<file path="config.mk">
export PLATFORM = sky130hd
export DESIGN_NAME = touch_gesture_recognizer_top
export DESIGN_NICKNAME = d
export VERILOG_FILES = /design/src/rtl/core/tgr_pkg.sv /design/src/rtl/core/tgr_cfg.sv /design/src/rtl/core/tgr_core.sv /design/src/rtl/core/tgr_outq.sv /design/src/rtl/core/touch_gesture_recognizer_top.sv
export VERILOG_INCLUDE_DIRS = /design/src /design/src/rtl/core
export SDC_FILE = /design/constraint.sdc
export NUM_CORES = 1
export LEC_CHECK = 0
export BUFFER_PORTS_ARGS = -buffer_cell sky130_fd_sc_hd__buf_4
export CAP_MARGIN = 15
export CORE_AREA = 2 2 166 119
export CTS_CLUSTER_DIAMETER = 200
export CTS_CLUSTER_SIZE = 10
export DETAILED_ROUTE_END_ITERATION = 7
export DIE_AREA = 0 0 168 121
export PLACE_DENSITY_LB_ADDON = 0.15
export SLEW_MARGIN = 10
export SYNTH_ARGS = -nofsm -noshare
export SYNTH_HDL_FRONTEND = slang
export SYNTH_HIERARCHICAL = 1
export SYNTH_SLANG_ARGS = --single-unit
</file>
<file path="constraint.sdc">
create_clock -name clk -period 6.3 [get_ports clk]
set_clock_uncertainty 0.2 [all_clocks]
set_input_delay 0.945 -clock clk [delete_from_list [all_inputs] [get_ports clk]]
set_output_delay 0.945 -clock clk [all_outputs]
set_load 0.1 [all_outputs]
</file>
<file path="src/rtl/core/touch_gesture_recognizer_top_assert.svh">
// ----------------------------------------------------------------------------
// Touch gesture recogniser assertion macros
// Clocked implication checks, disabled while reset is high.
// ----------------------------------------------------------------------------
`ifndef TOUCH_GESTURE_RECOGNIZER_TOP_ASSERT_SVH
`define TOUCH_GESTURE_RECOGNIZER_TOP_ASSERT_SVH

// same-cycle implication
`define TGR_ASSERT_IMPL(lbl, clk, rst, ante, cons) \
  lbl: assert property (@(posedge clk) disable iff (rst) (ante) |-> (cons)) \
    else $error("tgr same-cycle check failed");

// next-cycle implication
`define TGR_ASSERT_NEXT(lbl, clk, rst, ante, cons) \
  lbl: assert property (@(posedge clk) disable iff (rst) (ante) |=> (cons)) \
    else $error("tgr next-cycle check failed");

`endif

</file>
<file path="src/rtl/core/tgr_pkg.sv">
`timescale 1ns / 1ps
// ----------------------------------------------------------------------------
// tgr_pkg
// Shared types, widths and reset values of the touch gesture recogniser.
// ----------------------------------------------------------------------------
package tgr_pkg;

  localparam int TIME_WIDTH = 32;
  localparam int MS_WIDTH   = 16;
  localparam int IDX_WIDTH  = 2;

  localparam logic [MS_WIDTH-1:0] LONG_PRESS_RESET = MS_WIDTH'(600);
  localparam logic [MS_WIDTH-1:0] WINDOW_RESET     = MS_WIDTH'(320);

  typedef enum logic [IDX_WIDTH-1:0] {
    REG_LONG_PRESS = 2'd0,
    REG_WINDOW     = 2'd1,
    REG_ENABLE     = 2'd2
  } cfg_reg_t;

  typedef enum logic [1:0] {
    GEST_CLICK  = 2'd0,
    GEST_DOUBLE = 2'd1,
    GEST_TRIPLE = 2'd2,
    GEST_LONG   = 2'd3
  } gesture_t;

  typedef struct packed {
    logic [MS_WIDTH-1:0] hold_limit_ms;
    logic [MS_WIDTH-1:0] window_ms;
    logic                multi_enable;
    logic                clear_tally;
  } cfg_t;

  typedef struct packed {
    logic     valid;
    gesture_t gesture;
  } res_t;

  typedef struct packed {
    logic s1_valid;
    logic fire;
    logic held;
    logic long_reported;
  } stat_t;

  // counted clicks to the gesture they report; three means triple
  function automatic gesture_t tally_gesture(input logic [1:0] tally);
    gesture_t g;
    case (tally)
      2'd3:    g = GEST_TRIPLE;
      2'd2:    g = GEST_DOUBLE;
      default: g = GEST_CLICK;
    endcase
    return g;
  endfunction

endpackage

</file>
<file path="src/rtl/core/tgr_cfg.sv">
`timescale 1ns / 1ps
// ----------------------------------------------------------------------------
// tgr_cfg
// Configuration registers; a write to the enable register clears the tally.
// ----------------------------------------------------------------------------
module tgr_cfg import tgr_pkg::*; (
  input  logic                 clk,
  input  logic                 rst,
  input  logic                 cfg_write,
  input  logic [IDX_WIDTH-1:0] cfg_index,
  input  logic [MS_WIDTH-1:0]  cfg_data,
  output cfg_t                 cfg
);

  logic [MS_WIDTH-1:0] hold_limit_ms;
  logic [MS_WIDTH-1:0] window_ms;
  logic                multi_enable;
  logic                clear_tally;

  always_ff @(posedge clk) begin
    if (rst) begin
      hold_limit_ms <= LONG_PRESS_RESET;
      window_ms     <= WINDOW_RESET;
      multi_enable  <= 1'b0;
    end else if (cfg_write) begin
      case (cfg_reg_t'(cfg_index))
        REG_LONG_PRESS: hold_limit_ms <= cfg_data;
        REG_WINDOW:     window_ms     <= cfg_data;
        REG_ENABLE:     multi_enable  <= cfg_data[0];
        default: ;
      endcase
    end
  end

  assign clear_tally = cfg_write && (cfg_reg_t'(cfg_index) == REG_ENABLE);

  assign cfg = '{hold_limit_ms: hold_limit_ms, window_ms: window_ms,
                 multi_enable: multi_enable, clear_tally: clear_tally};

endmodule

</file>
<file path="src/rtl/core/tgr_core.sv">
`timescale 1ns / 1ps
// ----------------------------------------------------------------------------
// tgr_core
// Sample register and the combinational gesture state update behind it.
// ----------------------------------------------------------------------------
module tgr_core import tgr_pkg::*; (
  input  logic                  clk,
  input  logic                  rst,
  input  logic                  in_valid,
  output logic                  in_stall,
  input  logic                  pressed,
  input  logic [TIME_WIDTH-1:0] time_ms,
  input  cfg_t                  cfg,
  input  logic                  space,
  output res_t                  res,
  output stat_t                 stat
);

  logic                  s1_valid;
  logic                  s1_pressed;
  logic [TIME_WIDTH-1:0] s1_time;

  logic                  held, held_next;
  logic                  long_reported, long_reported_next;
  logic [TIME_WIDTH-1:0] press_time, press_time_next;
  logic [TIME_WIDTH-1:0] release_time, release_time_next;
  logic [1:0]            tally, tally_next;

  logic                  fire;
  logic                  load;
  logic                  reported;
  logic                  long_due;
  logic                  window_due;
  logic [TIME_WIDTH-1:0] since_press;
  logic [TIME_WIDTH-1:0] since_release;

  assign fire     = s1_valid && space;
  assign in_stall = s1_valid && !fire;
  assign load     = in_valid && !in_stall;

  always_ff @(posedge clk) begin
    if (rst) begin
      s1_valid <= 1'b0;
    end else if (load) begin
      s1_valid <= 1'b1;
    end else if (fire) begin
      s1_valid <= 1'b0;
    end
  end

  always_ff @(posedge clk) begin
    if (load) begin
      s1_pressed <= pressed;
      s1_time    <= time_ms;
    end
  end

  // differences wrap with the timestamp
  assign since_press   = s1_time - press_time;
  assign since_release = s1_time - release_time_next;
  assign long_due      = since_press >= TIME_WIDTH'(cfg.hold_limit_ms);
  assign window_due    = since_release >= TIME_WIDTH'(cfg.window_ms);

  always_comb begin
    held_next          = held;
    long_reported_next = long_reported;
    press_time_next    = press_time;
    release_time_next  = release_time;
    tally_next         = tally;
    res                = '{valid: 1'b0, gesture: GEST_CLICK};
    reported           = 1'b0;
    if (fire) begin
      if (s1_pressed && !held) begin
        held_next          = 1'b1;
        long_reported_next = 1'b0;
        press_time_next    = s1_time;
      end else if (s1_pressed && !long_reported && long_due) begin
        long_reported_next = 1'b1;
        tally_next         = 2'd0;
        res                = '{valid: 1'b1, gesture: GEST_LONG};
        reported           = 1'b1;
      end else if (!s1_pressed && held) begin
        held_next = 1'b0;
        if (!long_reported) begin
          if (!cfg.multi_enable) begin
            res      = '{valid: 1'b1, gesture: GEST_CLICK};
            reported = 1'b1;
          end else begin
            // saturate at three
            tally_next        = (tally == 2'd3) ? 2'd3 : tally + 2'd1;
            release_time_next = s1_time;
          end
        end
      end
      if (!reported && !held_next && (tally_next != 2'd0) && window_due) begin
        res        = '{valid: 1'b1, gesture: tally_gesture(tally_next)};
        tally_next = 2'd0;
      end
    end
    if (cfg.clear_tally) begin
      tally_next = 2'd0;
    end
  end

  always_ff @(posedge clk) begin
    if (rst) begin
      held          <= 1'b0;
      long_reported <= 1'b0;
      press_time    <= '0;
      release_time  <= '0;
      tally         <= 2'd0;
    end else begin
      held          <= held_next;
      long_reported <= long_reported_next;
      press_time    <= press_time_next;
      release_time  <= release_time_next;
      tally         <= tally_next;
    end
  end

  assign stat = '{s1_valid: s1_valid, fire: fire, held: held,
                  long_reported: long_reported};

endmodule

</file>
<file path="src/rtl/core/tgr_outq.sv">
`timescale 1ns / 1ps
// ----------------------------------------------------------------------------
// tgr_outq
// Two-word result queue; keeps the sample stage moving while a word waits.
// ----------------------------------------------------------------------------
module tgr_outq import tgr_pkg::*; (
  input  logic       clk,
  input  logic       rst,
  input  res_t       res,
  output logic       space,
  output logic       out_valid,
  input  logic       out_stall,
  output logic [1:0] gesture
);

  gesture_t   slots [2];
  logic       wr_ptr;
  logic       rd_ptr;
  logic [1:0] count;
  logic       push;
  logic       pop;

  assign push      = res.valid;
  assign out_valid = count != 2'd0;
  assign pop       = out_valid && !out_stall;
  assign space     = (count != 2'd2) || pop;
  assign gesture   = slots[rd_ptr];

  always_ff @(posedge clk) begin
    if (push) begin
      slots[wr_ptr] <= res.gesture;
    end
  end

  always_ff @(posedge clk) begin
    if (rst) begin
      wr_ptr <= 1'b0;
      rd_ptr <= 1'b0;
      count  <= 2'd0;
    end else begin
      if (push) begin
        wr_ptr <= !wr_ptr;
      end
      if (pop) begin
        rd_ptr <= !rd_ptr;
      end
      case ({push, pop})
        2'b10:   count <= count + 2'd1;
        2'b01:   count <= count - 2'd1;
        default: count <= count;
      endcase
    end
  end

endmodule

</file>
<file path="src/rtl/core/touch_gesture_recognizer_top.sv">
`timescale 1ns / 1ps
// ----------------------------------------------------------------------------
// touch_gesture_recognizer_top
// Turns timestamped touch samples into click, double, triple and long press.
// ----------------------------------------------------------------------------
//  channel | handshake                  | payload
//  --------+----------------------------+--------------------------
//  in      | in_valid / in_stall        | pressed, time_ms[31:0]
//  out     | out_valid / out_stall      | gesture[1:0]
//  cfg     | cfg_write (no back-pressure)| cfg_index[1:0], cfg_data[15:0]
//
// One sample per cycle unless stalled. A sample waits in the sample register
// until the result queue has space; its word, if any, is queued as it leaves.
// Reset is synchronous; no clearing pass follows. The result queue holds two
// words; a full queue that is not being read stalls the sample stage.
// ----------------------------------------------------------------------------
`include "touch_gesture_recognizer_top_assert.svh"

module touch_gesture_recognizer_top import tgr_pkg::*; (
  input  logic                  clk,
  input  logic                  rst,
  input  logic                  cfg_write,
  input  logic [IDX_WIDTH-1:0]  cfg_index,
  input  logic [MS_WIDTH-1:0]   cfg_data,
  input  logic                  in_valid,
  output logic                  in_stall,
  input  logic                  pressed,
  input  logic [TIME_WIDTH-1:0] time_ms,
  output logic                  out_valid,
  input  logic                  out_stall,
  output logic [1:0]            gesture
);

  cfg_t  cfg;
  res_t  res;
  stat_t stat;
  logic  space;
  logic  long_word;

  tgr_cfg u_cfg (
    .clk       (clk),
    .rst       (rst),
    .cfg_write (cfg_write),
    .cfg_index (cfg_index),
    .cfg_data  (cfg_data),
    .cfg       (cfg)
  );

  tgr_core u_core (
    .clk      (clk),
    .rst      (rst),
    .in_valid (in_valid),
    .in_stall (in_stall),
    .pressed  (pressed),
    .time_ms  (time_ms),
    .cfg      (cfg),
    .space    (space),
    .res      (res),
    .stat     (stat)
  );

  tgr_outq u_outq (
    .clk       (clk),
    .rst       (rst),
    .res       (res),
    .space     (space),
    .out_valid (out_valid),
    .out_stall (out_stall),
    .gesture   (gesture)
  );

  assign long_word = res.valid && (res.gesture == GEST_LONG);

  // a long press leaves the touch held and marked as reported
  `TGR_ASSERT_NEXT(a_long_marks, clk, rst, long_word, stat.held && stat.long_reported)
  `TGR_ASSERT_IMPL(a_stall_needs_sample, clk, rst, in_stall, stat.s1_valid)
  `TGR_ASSERT_IMPL(a_word_from_fire, clk, rst, res.valid, stat.fire)
  // a sample that cannot advance stays put
  `TGR_ASSERT_NEXT(a_sample_held, clk, rst, stat.s1_valid && !stat.fire, stat.s1_valid)

endmodule

</file>
==> summary.md <==
| Metric | Value |
|---|---|
| Clk slew on worst S/H paths | `0.07 ns` |
| CTS tree | `built` |
| Area of the mapped netlist | `10,200 um^2` |
| Grt ovf | `0` |
| Worst-margin pin slew | `about 1.1 ns` |
| CP required | `~6.5 ns` |
| Final period utilization | `96.9%` |
| Worst skew pair latency | `between 0.4 and 0.5 ns` |
| Final net count | `around 1,500` |
| WS Path Type | `flop to flop` |
| Top delay family on crit path | `simple AND/OR/NAND/NOR gates` |
| Arrival time worst endpoint | `6.26 ns` |
| Max Freq | `between 150 and 200 MHz` |
| Fin crit period | `between 6 and 7 ns` |
| Max_cap viols | `0` |
| Via count | `9,147` |
| Antenna diodes | `0` |
| CP endpoint kind | `flop` |
| H-tree levels | `4` |
| Clock sink count | `roughly 140` |
| Proportion of layout cells with a drive suffix above 1 | `between 10% and 20%` |
| Routed WL | `27,400 um` |
| HP Start | `u_core/press_time[24]$_SDFFE_PP0P_` |
| Post-Syn Nets | `1,386` |
| Pleak | `about 5.0 nW` |
| Worst hold path class | `flop to flop` |
| Core Box Area | `about 19,000 um^2` |
| Critical path's slowest cell | `or4_1` |
| Seq. cell area | `3250 um^2` |
| # IOs | `60` |
| Vias in the first global route | `a little over 8,000` |
| Slew Limit Fails | `0` |
| Max rail drop VDD | `0.000140 V` |
| Routed vias/inst | `5.80` |
| Dpl cell area | `between 10,000 and 15,000 um^2` |
| Area Growth Syn to Fin | `16.1%` |
| FF-to-FF End | `u_outq/count[1]$_SDFFE_PP0P_` |
| Worst-path cell chain | `ha_1, and3_1, and3_1, a2111oi_4, or2_2, o21ai_0, xor2_1, ha_1, nand3_1, nand2_1, a211o_1, a2111oi_1, o2111ai_1, or4_1, nor4_4, and3_1, a211oi_1, o21a_1, inv_1, ha_1, or3_1, a21oi_1` |
| Die area | `20,300 um^2` |
| Post-Synthesis Cells | `1,231` |
| Buf/Inv on CP | `1` |
| PortBufs | `59` |
| Largest net degree at the start of global routing | `just over 90` |
| Hold EP | `u_core/press_time[24]$_SDFFE_PP0P_` |
| Hold path cells | `2` |
| Final hold violation count | `0` |
| Critical Path Start | `u_core/s1_time[7]$_DFFE_PP_` |
| Commonest non-fill, non-tap cell in the layout | `nand2_1` |
| Status | `completed` |
| Slew headroom | `a little over a quarter` |
| CP max stage delay | `0.57 ns` |
| Cells on worst reg2reg path | `22` |
| Place WS | `-0.212 ns` |
| Final worst slack | `between 0.15 and 0.2 ns` |
| Post-route cell area | `around 12,000 um^2` |
| Final HPWL DP | `between 20,000 and 25,000 um` |
| Initial antenna violation count | `0` |
| CP startpoint kind | `flop` |
| Worst r2r src | `u_core/s1_time[7]$_DFFE_PP_` |
| GPL Wtd Cong | `between 0.9 and 1` |
| CP Max Fanout | `6` |
| Yosys Warn Count | `6` |
| Setup TNS | `0 ns` |
| Drt first pass iters | `6` |
| Starting Density | `approximately 55%` |
| Root Buffer | `clkbuf_16` |
| Routed len/inst | `17.4 um` |
| Area occupied by multi-input gates | `around 6400 um^2` |
| # DRC | `0` |
| FP Rows | `42` |
| GRT Overall Usage | `a little over a quarter` |
| Post-Syn Area per Cell | `roughly 8.3 um^2` |
| DRC marker count from the first detailed-route iteration | `about 810` |
| Antenna Nets Post-Route | `0` |
| First-pass GRT wire length | `43,100 um` |
| Die Span Y | `121 um` |
| Post-CTS Hold Buffers | `0` |
| Unrepaired setup endpoints after global routing | `false` |
| Power Density | `215 nW/um^2` |
| Most frequent cells in the layout | `145 x nand2_1, 128 x a21oi_1, 124 x buf_4, 107 x dfxtp_1, 104 x nor2_1` |
| CTS Buf Count | `17` |
| Filler cell count in the final layout | `~1,600` |
| Die width | `between 150 and 200 um` |
| CTS Buffer Depth | `2` |
| # setup viols final | `0` |
| R2R Setup Slk | `0.19 ns` |
## per-layer routing
layer  routed length (um)  track usage, %  vias up
li1                     -               -     4535
met1                13500            41.4     4240
met2                11100            39.2      339
met3                 2450            5.68       33
met4                  359            7.01        0
met5                    0               0        -
## repair_timing
action	CTS	global route
gates resized for setup	0	9
buffers inserted	0	1
endpoints found under the setup margin	0	2
## layout make-up
| class | instances | share of cell area (%) |
|---|---|---|
| clock buffers | 19 | 3.75 |
| clock inverters | 13 | 1.04 |
| inverters | 89 | 2.83 |
| multi-input cells | 943 | 54.1 |
| flip-flops and latches | 144 | 27.5 |
| well taps | 242 | 2.56 |
| repair buffers | 126 | 8.21 |
## sequential cells by signal, indices dropped and copies added (netlist names), 2 cells and up, named ones only
name,flops
u_cfg/hold_limit_ms,16
u_cfg/window_ms,16
u_core/press_time,32
u_core/release_time,32
u_core/s1_time,32
u_core/tally,2
u_outq/count,2
u_outq/slots,4
## stage by stage
stage / utilization (%) / total power [W] / hold WS [ns] / std cells
finish: 63.4 / 0.00254 / 0.254 / 1576
detailed placement: 60.0 / 0.00156 / 0.247 / 1542
floorplan: - / 0.00139 / 0.236 / 1231
CTS: 63.0 / 0.00254 / 0.256 / 1574
global placement: 60.0 / 0.00155 / 0.242 / 1542
global route: 63.4 / 0.00265 / 0.270 / 1576
## worst register-to-register path, cell delays in order (launching register included)
cell and delay, ns:
edfxtp_1 0.49, ha_1 0.44, and3_1 0.27, and3_1 0.22, a2111oi_4 0.38, or2_2 0.21
o21ai_0 0.12, xor2_1 0.18, ha_1 0.31, nand3_1 0.09, nand2_1 0.05, a211o_1 0.31
a2111oi_1 0.34, o2111ai_1 0.16, or4_1 0.57, nor4_4 0.34, and3_1 0.21, a211oi_1 0.05
o21a_1 0.21, inv_1 0.09, ha_1 0.27, or3_1 0.38, a21oi_1 0.16
## worst max path at each step
stage | end | slack [ns] | cells after the start
6_report | u_outq/count[1]$_SDFFE_PP0P_ | 0.19 | 22
3_3_place_gp | u_outq/count[1]$_SDFFE_PP0P_ | -0.009 | 30
3_5_place_dp | u_outq/count[1]$_SDFFE_PP0P_ | -0.21 | 30
5_1_grt | u_outq/count[1]$_SDFFE_PP0P_ | 0.0008 | 28
2_1_floorplan | u_outq/count[1]$_SDFFE_PP0P_ | 0.13 | 29
4_1_cts | u_outq/count[1]$_SDFFE_PP0P_ | 0.06 | 28
## report_power, final
part	leakage, nW	switching, W	internal (W)
Combinational	3.49	0.000323	0.000233
Sequential	1.23	0.0000310	0.000978
Clock	0.269	0.000443	0.000530
(Power assumes the default switching activity.)
